===== config.mk =====
export PLATFORM = sky130hd
export DESIGN_NAME = averaging_frequency_meter_flat
export DESIGN_NICKNAME = d
export VERILOG_FILES = /design/src/rtl/afm_pkg.sv /design/src/rtl/afm_in_if.sv /design/src/rtl/afm_out_if.sv /design/src/rtl/afm_accum.sv /design/src/rtl/afm_div.sv /design/src/rtl/averaging_frequency_meter.sv /design/src/flat_wrapper.sv
export SDC_FILE = /design/constraint.sdc
export NUM_CORES = 1
export LEC_CHECK = 0
export ABC_AREA = 1
export BUFFER_PORTS_ARGS = -buffer_cell sky130_fd_sc_hd__buf_2
export CORE_AREA = 8 8 223 225
export DETAILED_ROUTE_END_ITERATION = 16
export DIE_AREA = 0 0 231 233
export GPL_ROUTABILITY_DRIVEN = 0
export PLACE_DENSITY = 0.75
export SLEW_MARGIN = 20
export SYNTH_ARGS = -nofsm -noshare
export SYNTH_HDL_FRONTEND = slang
export SYNTH_SLANG_ARGS = --single-unit

===== constraint.sdc =====
create_clock -name clk -period 28.3 [get_ports clk]
set_input_delay 4.245 -clock clk [delete_from_list [all_inputs] [get_ports clk]]
set_output_delay 4.245 -clock clk [all_outputs]
set_load 0.02 [all_outputs]

===== src/rtl/afm_pkg.sv =====
// ----------------------------------------------------------------------------
// afm_pkg: shared definitions for the averaging frequency meter
// Field widths, command codes, divider sizing and the control and status
// structs that pass between the top level and its submodules.
// ----------------------------------------------------------------------------
package afm_pkg;

  localparam int TIMER_BITS = 24;
  localparam int FRAC_BITS  = 8;
  localparam int CLK_W      = 28;
  localparam int SUM_W      = 48;
  localparam int EDGE_W     = 32;
  localparam int FREQ_W     = 36;

  localparam logic [CLK_W-1:0] CLK_RESET = CLK_W'(120000000);

  // Command codes of an input item.
  localparam logic CMD_EDGE   = 1'b0;
  localparam logic CMD_REPORT = 1'b1;

  // The shared divider is as wide as the widest operand.
  localparam int DIV_W  = SUM_W;
  localparam int ITER_W = $clog2(DIV_W + 1);
  // Dividend of the frequency division: the clock rate with fraction bits.
  localparam int FDVD_W = CLK_W + FRAC_BITS;

  localparam logic [ITER_W-1:0] MEAN_ITERS = ITER_W'(SUM_W);
  localparam logic [ITER_W-1:0] FREQ_ITERS = ITER_W'(FDVD_W);

  typedef struct packed {
    logic                  edge_en;
    logic                  clear;
    logic [TIMER_BITS-1:0] now;
  } acc_ctl_t;

  typedef struct packed {
    logic              start;
    logic [DIV_W-1:0]  dividend;
    logic [DIV_W-1:0]  divisor;
    logic [ITER_W-1:0] iters;
  } div_ctl_t;

  typedef struct packed {
    logic             busy;
    logic             done;
    logic [DIV_W-1:0] quotient;
  } div_sts_t;

endpackage


===== src/rtl/afm_in_if.sv =====
// ----------------------------------------------------------------------------
// afm_in_if: input channel of the averaging frequency meter
// Valid/ready handshake carrying a command and a captured timer value.
// ----------------------------------------------------------------------------
interface afm_in_if;
  logic                            valid;
  logic                            ready;
  logic                            cmd;
  logic [afm_pkg::TIMER_BITS-1:0]  capture_time;

  modport source (output valid, output cmd, output capture_time, input ready);
  modport sink   (input valid, input cmd, input capture_time, output ready);
endinterface


===== src/rtl/afm_out_if.sv =====
// ----------------------------------------------------------------------------
// afm_out_if: result channel of the averaging frequency meter
// Valid/ready handshake carrying the measured frequency and a no-data flag.
// ----------------------------------------------------------------------------
interface afm_out_if;
  logic                        valid;
  logic                        ready;
  logic [afm_pkg::FREQ_W-1:0]  frequency_q8;
  logic                        no_data;

  modport source (output valid, output frequency_q8, output no_data, input ready);
  modport sink   (input valid, input frequency_q8, input no_data, output ready);
endinterface


===== src/rtl/afm_accum.sv =====
// ----------------------------------------------------------------------------
// afm_accum: period accumulator
// Forms the wrapped period between captures and keeps a saturating sum of
// periods and a saturating count of edges.
// ----------------------------------------------------------------------------
module afm_accum (
  input  logic                         clk,
  input  logic                         rst_n,
  input  afm_pkg::acc_ctl_t            ctl,
  output logic [afm_pkg::SUM_W-1:0]    sum,
  output logic [afm_pkg::EDGE_W-1:0]   count
);

  logic [afm_pkg::TIMER_BITS-1:0] last_r;
  logic [afm_pkg::SUM_W-1:0]      sum_r, sum_nxt;
  logic [afm_pkg::EDGE_W-1:0]     cnt_r, cnt_nxt;
  logic [afm_pkg::TIMER_BITS-1:0] period;
  logic [afm_pkg::SUM_W:0]        sum_ext;

  // The period is always below 2^TIMER_BITS, so a carry out is the only overflow.
  assign period  = ctl.now - last_r;
  assign sum_ext = {1'b0, sum_r} + (afm_pkg::SUM_W + 1)'(period);

  always_comb begin
    sum_nxt = sum_r;
    cnt_nxt = cnt_r;
    if (ctl.clear) begin
      sum_nxt = '0;
      cnt_nxt = '0;
    end else if (ctl.edge_en) begin
      sum_nxt = sum_ext[afm_pkg::SUM_W] ? '1 : sum_ext[afm_pkg::SUM_W-1:0];
      if (cnt_r != '1) begin
        cnt_nxt = cnt_r + 1'b1;
      end
    end
  end

  always_ff @(posedge clk) begin
    if (!rst_n) begin
      last_r <= '0;
      sum_r  <= '0;
      cnt_r  <= '0;
    end else begin
      sum_r <= sum_nxt;
      cnt_r <= cnt_nxt;
      if (ctl.edge_en) begin
        last_r <= ctl.now;
      end
    end
  end

  assign sum   = sum_r;
  assign count = cnt_r;

endmodule


===== src/rtl/afm_div.sv =====
// ----------------------------------------------------------------------------
// afm_div: bit-serial restoring divider
// The dividend shifts out one bit per cycle into the partial remainder and
// one quotient bit shifts in per cycle, for a programmable number of steps.
// ----------------------------------------------------------------------------
module afm_div (
  input  logic               clk,
  input  logic               rst_n,
  input  afm_pkg::div_ctl_t  ctl,
  output afm_pkg::div_sts_t  sts
);

  logic                             busy_r;
  logic                             done_r;
  logic [afm_pkg::ITER_W-1:0]       cnt_r;
  logic [afm_pkg::DIV_W-1:0]        dvd_r;
  logic [afm_pkg::DIV_W-1:0]        dvs_r;
  logic [afm_pkg::DIV_W-1:0]        rem_r;
  logic [afm_pkg::DIV_W-1:0]        quo_r;
  logic [afm_pkg::DIV_W:0]          rem_shift;
  logic [afm_pkg::DIV_W+1:0]        diff;
  logic                             fits;

  assign rem_shift = {rem_r, dvd_r[afm_pkg::DIV_W-1]};
  assign diff      = {1'b0, rem_shift} - {2'b00, dvs_r};
  assign fits      = !diff[afm_pkg::DIV_W+1];

  always_ff @(posedge clk) begin
    if (!rst_n) begin
      busy_r <= 1'b0;
      done_r <= 1'b0;
      cnt_r  <= '0;
    end else begin
      done_r <= 1'b0;
      if (ctl.start) begin
        busy_r <= 1'b1;
        cnt_r  <= ctl.iters;
        dvd_r  <= ctl.dividend;
        dvs_r  <= ctl.divisor;
        rem_r  <= '0;
        quo_r  <= '0;
      end else if (busy_r) begin
        dvd_r <= {dvd_r[afm_pkg::DIV_W-2:0], 1'b0};
        quo_r <= {quo_r[afm_pkg::DIV_W-2:0], fits};
        rem_r <= fits ? diff[afm_pkg::DIV_W-1:0] : rem_shift[afm_pkg::DIV_W-1:0];
        cnt_r <= cnt_r - 1'b1;
        if (cnt_r == afm_pkg::ITER_W'(1)) begin
          busy_r <= 1'b0;
          done_r <= 1'b1;
        end
      end
    end
  end

  assign sts.busy     = busy_r;
  assign sts.done     = done_r;
  assign sts.quotient = quo_r;

endmodule


===== src/rtl/averaging_frequency_meter.sv =====
// ----------------------------------------------------------------------------
// averaging_frequency_meter: reciprocal frequency counter with averaging
// Accumulates capture periods and, on a report, returns the clock rate over
// the mean period as unsigned fixed point with eight fraction bits.
// ----------------------------------------------------------------------------
//  Channel   Direction  Handshake        Payload
//  in_if     in         valid/ready      cmd, capture_time[23:0]
//  out_if    out        valid/ready      frequency_q8[35:0], no_data
//  cfg       in         cfg_we           cfg_wdata[27:0] (clock rate in Hz)
//
//  A capture edge is taken only in ST_IDLE. A report with edges uses the one
//  bit-serial divider: 48 steps for the mean period and, unless the mean is
//  zero, 36 for the frequency. A report with no edges skips the divider.
//  Reset clears the accumulators, the last capture and the output valid flag.
//  The result register lets edges be taken while a result waits on out_if.
// ----------------------------------------------------------------------------
module averaging_frequency_meter (
  input  logic                          clk,
  input  logic                          rst_n,
  afm_in_if.sink                        in_if,
  afm_out_if.source                     out_if,
  input  logic                          cfg_we,
  input  logic [afm_pkg::CLK_W-1:0]     cfg_wdata
);

  typedef enum logic [1:0] {
    ST_IDLE,
    ST_DIV_MEAN,
    ST_DIV_FREQ,
    ST_DELIVER
  } state_t;

  state_t                          state_r, state_nxt;
  logic [afm_pkg::CLK_W-1:0]       clk_hz_r;
  logic [afm_pkg::FREQ_W-1:0]      res_freq_r, res_freq_nxt;
  logic                            res_flag_r, res_flag_nxt;
  logic                            out_valid_r;
  logic [afm_pkg::FREQ_W-1:0]      out_freq_r;
  logic                            out_flag_r;

  afm_pkg::acc_ctl_t               acc_ctl;
  afm_pkg::div_ctl_t               div_ctl;
  afm_pkg::div_sts_t               div_sts;
  logic [afm_pkg::SUM_W-1:0]       acc_sum;
  logic [afm_pkg::EDGE_W-1:0]      acc_count;

  logic                            in_acc;
  logic                            slot_free;
  logic                            load_out;
  logic                            quo_sat;

  afm_accum u_accum (
    .clk   (clk),
    .rst_n (rst_n),
    .ctl   (acc_ctl),
    .sum   (acc_sum),
    .count (acc_count)
  );

  afm_div u_div (
    .clk   (clk),
    .rst_n (rst_n),
    .ctl   (div_ctl),
    .sts   (div_sts)
  );

  assign in_if.ready = (state_r == ST_IDLE);
  assign in_acc      = in_if.valid && in_if.ready;
  assign slot_free   = !out_valid_r || out_if.ready;
  assign load_out    = (state_r == ST_DELIVER) && slot_free;
  assign quo_sat     = |div_sts.quotient[afm_pkg::DIV_W-1:afm_pkg::FREQ_W];

  assign acc_ctl.edge_en = in_acc && (in_if.cmd == afm_pkg::CMD_EDGE);
  assign acc_ctl.clear   = in_acc && (in_if.cmd == afm_pkg::CMD_REPORT);
  assign acc_ctl.now     = in_if.capture_time;

  always_comb begin
    state_nxt        = state_r;
    res_freq_nxt     = res_freq_r;
    res_flag_nxt     = res_flag_r;
    div_ctl.start    = 1'b0;
    div_ctl.dividend = acc_sum;
    div_ctl.divisor  = afm_pkg::DIV_W'(acc_count);
    div_ctl.iters    = afm_pkg::MEAN_ITERS;
    unique case (state_r)
      ST_IDLE: begin
        if (acc_ctl.clear) begin
          if (acc_count == '0) begin
            res_freq_nxt = '0;
            res_flag_nxt = 1'b1;
            state_nxt    = ST_DELIVER;
          end else begin
            div_ctl.start = 1'b1;
            state_nxt     = ST_DIV_MEAN;
          end
        end
      end
      ST_DIV_MEAN: begin
        // The dividend sits left-aligned so the quotient fills the low bits.
        div_ctl.dividend = {clk_hz_r, {afm_pkg::FRAC_BITS{1'b0}},
                            {(afm_pkg::DIV_W - afm_pkg::FDVD_W){1'b0}}};
        div_ctl.divisor  = div_sts.quotient;
        div_ctl.iters    = afm_pkg::FREQ_ITERS;
        if (div_sts.done) begin
          if (div_sts.quotient == '0) begin
            res_freq_nxt = '0;
            res_flag_nxt = 1'b1;
            state_nxt    = ST_DELIVER;
          end else begin
            div_ctl.start = 1'b1;
            state_nxt     = ST_DIV_FREQ;
          end
        end
      end
      ST_DIV_FREQ: begin
        if (div_sts.done) begin
          res_freq_nxt = quo_sat ? '1 : div_sts.quotient[afm_pkg::FREQ_W-1:0];
          res_flag_nxt = 1'b0;
          state_nxt    = ST_DELIVER;
        end
      end
      ST_DELIVER: begin
        if (slot_free) begin
          state_nxt = ST_IDLE;
        end
      end
      default: begin
        state_nxt = ST_IDLE;
      end
    endcase
  end

  always_ff @(posedge clk) begin
    if (!rst_n) begin
      state_r     <= ST_IDLE;
      clk_hz_r    <= afm_pkg::CLK_RESET;
      out_valid_r <= 1'b0;
    end else begin
      state_r    <= state_nxt;
      res_freq_r <= res_freq_nxt;
      res_flag_r <= res_flag_nxt;
      if (cfg_we) begin
        clk_hz_r <= cfg_wdata;
      end
      if (load_out) begin
        out_valid_r <= 1'b1;
        out_freq_r  <= res_freq_r;
        out_flag_r  <= res_flag_r;
      end else if (out_if.ready) begin
        out_valid_r <= 1'b0;
      end
    end
  end

  assign out_if.valid        = out_valid_r;
  assign out_if.frequency_q8 = out_freq_r;
  assign out_if.no_data      = out_flag_r;

  a_start_when_free: assert property (@(posedge clk) disable iff (!rst_n)
    div_ctl.start |-> !div_sts.busy)
    else $error("divider started while busy");

  a_done_in_divide: assert property (@(posedge clk) disable iff (!rst_n)
    div_sts.done |-> (state_r == ST_DIV_MEAN || state_r == ST_DIV_FREQ))
    else $error("divider finished outside a divide state");

  a_no_data_zero: assert property (@(posedge clk) disable iff (!rst_n)
    (out_valid_r && out_flag_r) |-> (out_freq_r == '0))
    else $error("no-data result carries a nonzero frequency");

  a_busy_while_dividing: assert property (@(posedge clk) disable iff (!rst_n)
    $rose(div_sts.busy) |-> (state_r == ST_DIV_MEAN || state_r == ST_DIV_FREQ))
    else $error("divider running outside a divide state");

  a_report_leaves_idle: assert property (@(posedge clk) disable iff (!rst_n)
    acc_ctl.clear |=> (state_r != ST_IDLE))
    else $error("report item did not start a result");

endmodule

===== src/flat_wrapper.sv =====
// flat-port wrapper written by rule: the top's interface ports become plain ports
module averaging_frequency_meter_flat 
  (clk, rst_n, cfg_we, cfg_wdata, in_if_valid, in_if_cmd, in_if_capture_time, in_if_ready, out_if_valid, out_if_frequency_q8, out_if_no_data, out_if_ready);
  afm_in_if in_if_i ();
  afm_out_if out_if_i ();
  input  logic clk;
  input  logic rst_n;
  input  logic cfg_we;
  input  logic [afm_pkg::CLK_W-1:0] cfg_wdata;
  input wire logic [$bits(in_if_i.valid)-1:0] in_if_valid;
  input wire logic [$bits(in_if_i.cmd)-1:0] in_if_cmd;
  input wire logic [$bits(in_if_i.capture_time)-1:0] in_if_capture_time;
  output wire logic [$bits(in_if_i.ready)-1:0] in_if_ready;
  output wire logic [$bits(out_if_i.valid)-1:0] out_if_valid;
  output wire logic [$bits(out_if_i.frequency_q8)-1:0] out_if_frequency_q8;
  output wire logic [$bits(out_if_i.no_data)-1:0] out_if_no_data;
  input wire logic [$bits(out_if_i.ready)-1:0] out_if_ready;
  assign in_if_i.valid = in_if_valid;
  assign in_if_i.cmd = in_if_cmd;
  assign in_if_i.capture_time = in_if_capture_time;
  assign in_if_ready = in_if_i.ready;
  assign out_if_valid = out_if_i.valid;
  assign out_if_frequency_q8 = out_if_i.frequency_q8;
  assign out_if_no_data = out_if_i.no_data;
  assign out_if_i.ready = out_if_ready;
  averaging_frequency_meter u_core (.clk(clk), .rst_n(rst_n), .in_if(in_if_i), .out_if(out_if_i), .cfg_we(cfg_we), .cfg_wdata(cfg_wdata));
endmodule

* Word level (Yosys, flattened, before mapping)
Cells that the tools add are included.
** Cells by class
- Add/subtract/negate cells :: 5
- Equal/unequal tests :: 11
- Mux-type cells :: 40
- Bitwise operators :: 3
- Reduce and logical (&&, ||, !) cells :: 22
** Operators with widths (count)
- 48-bit 2-to-1 mux :: 6
- 36-bit 2-to-1 mux :: 6
- 36-bit one-hot mux with 3 select lines :: 1
- 102-bit 2-to-1 mux :: 1
- 49-bit by 48-bit subtractor with 50-bit output :: 1
- 48-bit by 24-bit adder with 49-bit output :: 1
- 48-bit logical NOT :: 1
- 32-bit by 1-bit adder with 32-bit output (second input constant) :: 1
- 32-bit logical NOT :: 1
- 32-bit != test (second input constant) :: 1
- 24-bit subtractor :: 1
- 1-bit 2-to-1 mux :: 16
- 6-bit 2-to-1 mux :: 2
- 12-bit OR reduction :: 1
- 2-bit 2-to-1 mux :: 5
- 2-bit != test (second input constant) :: 4
- 2-bit one-hot mux with 4 select lines :: 1
- 2-bit AND reduction :: 4
- 7-bit AND reduction :: 1
- 6-bit by 1-bit equality test with 1-bit output (second input constant) :: 1
- 6-bit by 1-bit subtractor with 6-bit output (second input constant) :: 1
- 2-bit equality test (second input constant) :: 2
- 1-bit logical AND :: 4
- 2-bit by 1-bit != test with 1-bit output (second input constant) :: 2
- other kinds (12) :: 16
** Storage, ports and cells
- Flip-flop bits (word level) :: 409
- Input bits :: 58
- Output and inout bits :: 39
- Logic and storage cells :: 99

* Logic depth before layout (Yosys ltp)
- Depth in word-level cells :: 7
- Gate-level depth with buffers :: 27

* By module
From an unflattened synthesis, not the netlist that was laid out.
** Unflattened totals
- Cell total of the unflattened synthesis :: 3634
- Area, all modules :: 25692.1 um^2
** By module, submodules not included
- afm_div :: instances 1, cells an instance 1670, area each 12369.4 um^2, sequential area each 5925.7 um^2
- afm_accum :: instances 1, cells an instance 1313, area each 8134.1 um^2, sequential area each 2082.0 um^2
- averaging_frequency_meter :: instances 1, cells an instance 651, area each 5188.7 um^2, sequential area each 2842.7 um^2

* Worst setup path after synthesis
Ideal clock, no wire load.
- Path kind :: input port to flip-flop
- Start point :: input in_if_valid
- End point :: register u_core.u_div.dvd_r[0] in the netlist's numbering, enable pin
- Arrival :: 11.882 ns
- Required time :: 27.604 ns
- Slack :: 15.722 ns
- Stages on the path :: 7
- Buffers on the path :: 1
- Cells stage by stage :: nand2_1 > nor2_1 > o21ai_2 > nand2_4 > inv_2 > buf_6 > a21oi_1
** Between the ends
- Cells in the longest elaborated chain, start to end :: 6
** Ends and longest elaborated chain
- start: declaration :: line flat_wrapper.sv:10 : input wire logic [$bits(in_if_i.valid)-1:0] in_if_valid;
- 1-bit logical AND :: line averaging_frequency_meter.sv:68 : assign in_acc = in_if.valid && in_if.ready;
- 1-bit logical AND :: line averaging_frequency_meter.sv:74 : assign acc_ctl.clear = in_acc && (in_if.cmd == afm_pkg::CMD_REPORT);
- 1-bit 2-to-1 mux :: line averaging_frequency_meter.sv:87 : if (acc_ctl.clear) begin
- 1-bit one-hot mux with 2 select lines :: line averaging_frequency_meter.sv:85 : unique case (state_r)
- 2-bit nonzero test (no source line)
- 2-bit AND reduction (no source line)
- end signal: assignment :: line afm_div.sv:38 : dvd_r <= ctl.dividend;
- end signal: assignment :: line afm_div.sv:43 : dvd_r <= {dvd_r[afm_pkg::DIV_W-2:0], 1'b0};
- end: declaration :: line afm_div.sv:16 : logic [afm_pkg::DIV_W-1:0] dvd_r;
No other way between the ends.
A chain may end at the register's enable or synchronous reset.

* Final worst setup path
- Start point :: input in_if_capture_time[0]
- End point :: register u_core.u_accum.sum_r, in the netlist u_core.u_accum.sum[29]
** Between the ends
- Cells in the longest elaborated chain, start to end :: 3
** Ends and longest elaborated chain
- start: declaration :: line flat_wrapper.sv:12 : input wire logic [$bits(in_if_i.capture_time)-1:0] in_if_capture_time;
- 24-bit subtractor :: line afm_accum.sv:21 : assign period = ctl.now - last_r;
- 48-bit by 24-bit adder with 49-bit output :: line afm_accum.sv:22 : assign sum_ext = {1'b0, sum_r} + (afm_pkg::SUM_W + 1)'(period);
- 48-bit 2-to-1 mux :: line afm_accum.sv:31 : sum_nxt = sum_ext[afm_pkg::SUM_W] ? '1 : sum_ext[afm_pkg::SUM_W-1:0];
- end signal: assignment :: line afm_accum.sv:44 : sum_r <= sum_nxt;
- end: declaration :: line afm_accum.sv:15 : logic [afm_pkg::SUM_W-1:0] sum_r, sum_nxt;
No other way between the ends.

==> reports/summary.txt <==
hold_buf cts: 0
RR Startpoint: u_core.u_div.quo_r[34]
commonest non-fill, non-tap cell in the layout: nand2_1
worst vdd ir: 0.00006372 V
die width: 231 um
Finished Core Util: 59.46%
hold_sp: u_core.res_freq_r[6]
Hold Path Stages: 0
Post-CTS Setup Repair Bufs: 0
most frequent cells in the layout: nand2_1 (869), inv_1 (560), nor2_1 (420)
storage element area: 10850 um2
critical path startpoint category: input pin
largest net degree at the start of global routing: 103
Nets: 3623
DRT iter0 DRCs: 1959
total power draw: 1.759 mW
Clock Latency Late Sink: 600 ps
layout cell share with drive strength beyond 1: 7.703%
Residual DRC: 0
syn avg cell area: 7.369 um2
FF-to-FF path depth: 14
post-route minimum period: 7518 ps
Clock Sinks: 409
die area: 53820 um2
Hold/Removal Path Class: reg2reg
Yosys cell types: 50
Total GRT Usage: 23.07%
outcome: finished clean
starting density of the core: 54.23%
via count: 21580
FILL cells: 4284
Async S/R FF share, synth: 0%
Syn Inst Count: 3390
TritonCTS Buffers: 43
PwrDens: 64.23 nW/um2
Worst R2R Setup Slack: 24110 ps
fmax: 133.0 MHz
CP Data Arrival Time: 8030 ps
Overflow after GRT: 0
Tightest Pin Transition: 1009 ps
Die Ht: 233 um
Mapped Area: 24980 um2
final hold vios: 0
Final setup viols: 0
Antenna Cells: 0
row count: 79
number of synthesized register bits: 409
total of max-cap violations: 0
Worst-path clk slew: 60 ps
footprint of the multi-input gates: 11550 um2
Pre-Repair DR Iteration Count: 5
Setup Total Neg Slack: 0 ps
Final Slew Violations: 0
Net Count, Synth: 3556
worst-path maximum fanout: 15
post-CTS sizing: 0
dominant synthesized flop cell: edfxtp_1
Crit. Startpoint: in_if_capture_time[0]
routed len/inst: 15.26 um
post-synthesis sequential area ratio: 43.44%
Data required, critical path: 28810 ps
RSZ-0062 raised after global routing: false
clock tree from TritonCTS: built
CORE AREA: 46060 um2
synth-to-layout area growth: 9.647%
critical setup path kind: in2reg
number of global-route vias before repair: 20680
total wire length: 62.54 mm
io pins: 97
number of synthesized flops with an enable pin: 266
H-tree levels: 2
I/O Buffers: 96
post-route ant nets: 0
fin crit share: 26.57%
critical path capture point type: flop
Setup Skew: 26.86 ps
clock tree buffer depth: 3
clk root buf: clkbuf_16
vias per cell: 5.266
Max-slew headroom: 32.75%
RR Endpoint: u_core.u_div.rem_r[41]
initial antenna violation count: 0
Leak: 12.78 nW
DP Wirelength: 46.05 mm
hold endpoint: u_core.out_if.frequency_q8[6]
first-pass GRT wire length: 102.6 mm
synth warn: 0
-- power breakdown --
| group | internal (mW) | total, mW | switching [mW] |
|---|---|---|---|
| Sequential | 0.709 | 0.735 | 0.0264 |
| Clock | 0.319 | 0.564 | 0.245 |
| Combinational | 0.144 | 0.460 | 0.316 |
| Total | 1.17 | 1.76 | 0.588 |
-- final cells by class --
type	count	share of cell area (%)
multi-input combinational	2307	42.16
inverter	584	8.017
sequential	409	39.61
clock buffer	63	4.541
clock inverter	17	0.6532
timing repair buffer	112	2.238
tap	607	2.773
-- layer usage --
metal	global-route usage, %	routed length, um	vias to the layer above
met1	29.38	26880	9773
met4	9.325	2328	0
li1	-	-	10980
met2	39.45	29420	675
met5	0	0	-
met3	2.959	3913	155
-- per-stage QoR --
step	hold WS, ps	std cells	setup slack (ps)	area [um2]
after floorplan	400.3	3390	15720	24980
after global placement	400.8	4018	20300	25950
after detailed placement	404.5	4018	20230	25950
final	416.8	4099	20780	27390
after CTS	417.7	4098	20820	27370
after global routing	421.9	4099	20360	27390
-- cell families (layout without fill, tap and decap cells) --
family	count (synthesis)	after routing	share of synthesized area, %
simple gates	1647	1647	27.75
xor+xnor	78	78	2.735
flops	409	409	43.44
fa+ha+maj	108	108	5.500
buf+inv	674	776	10.53
compound gates	474	474	10.04
-- how the worst max path moves through the flow --
stage | slack, ps | cells past startpoint | endpoint
final | 20780 | 23 | u_core.u_accum.sum[29]
after global routing | 20360 | 23 | u_core.u_accum.sum[37]
after CTS | 20820 | 23 | u_core.u_accum.sum[43]
after detailed placement | 20230 | 23 | u_core.u_accum.sum[43]
after global placement | 20300 | 23 | u_core.u_accum.sum[34]
after floorplan | 15720 | 7 | u_core.u_div.dvd_r[0]
-- sequential cells by signal, indices dropped and copies added (netlist names) --
register,cells
u_core.out_if.no_data,1
u_core.u_div.busy_r,1
u_core.out_if.valid,1
u_core.u_div.cnt_r,6
u_core.res_flag_r,1
u_core.res_freq_r,36
u_core.clk_hz_r,28
u_core.u_accum.count,32
u_core.state_r,2
u_core.u_div.done_r,1
u_core.u_accum.last_r,24
u_core.u_accum.sum,48
u_core.u_div.dvs_r,48
u_core.u_div.quo_r,48
u_core.u_div.dvd_r,48
u_core.u_div.rem_r,48
u_core.out_if.frequency_q8,36
-- cells in the mapped netlist, types with 2 or more instances --
cell type	n	area, um2
a21boi_0	4	30.03
a21o_1	3	22.52
a21oi_1	185	925.9
a21oi_2	11	96.34
and2_1	2	12.51
and3_1	3	18.77
buf_1	11	41.29
buf_2	16	80.08
buf_4	7	52.55
buf_6	4	45.04
buf_8	2	30.03
clkbuf_1	50	187.7
dfxtp_1	143	2863
edfxtp_1	266	7988
fa_1	3	60.06
ha_1	105	1314
inv_1	560	2102
inv_2	22	82.58
nand2_1	869	3262
nand2_2	13	81.33
nand2_4	4	45.04
nand3_1	163	815.8
nand3_2	12	120.1
nand3b_1	13	97.59
nand4_1	44	275.3
nor2_1	422	1584
nor2_2	8	50.05
nor2_4	4	45.04
nor3_1	65	325.3
nor3_2	3	30.03
nor3b_1	4	30.03
nor4_1	13	81.33
o211ai_1	3	22.52
o21a_1	3	22.52
o21ai_0	237	1186
o21ai_1	8	40.04
o21ai_2	3	26.28
o21bai_1	13	97.59
or2_2	2	12.51
xnor2_1	19	166.4
xor2_1	59	516.8
-- worst max-delay path: stages --
cell	delay [ps]
buf_2	70
inv_1	40
ha_1	220
fa_1	410
o21ai_0	470
nand2_1	140
nor2_1	120
nor2_1	70
o21ai_0	260
nand2_1	80
nand2_1	80
xor2_1	70
ha_1	360
nand2_1	100
nor2_1	160
nand2_1	70
inv_1	70
nand3_1	90
nand3_2	220
nand3_2	350
nand2_1	200
nor2_1	60
nor2_1	70
Note: power is estimated with default switching activity, not from simulation.
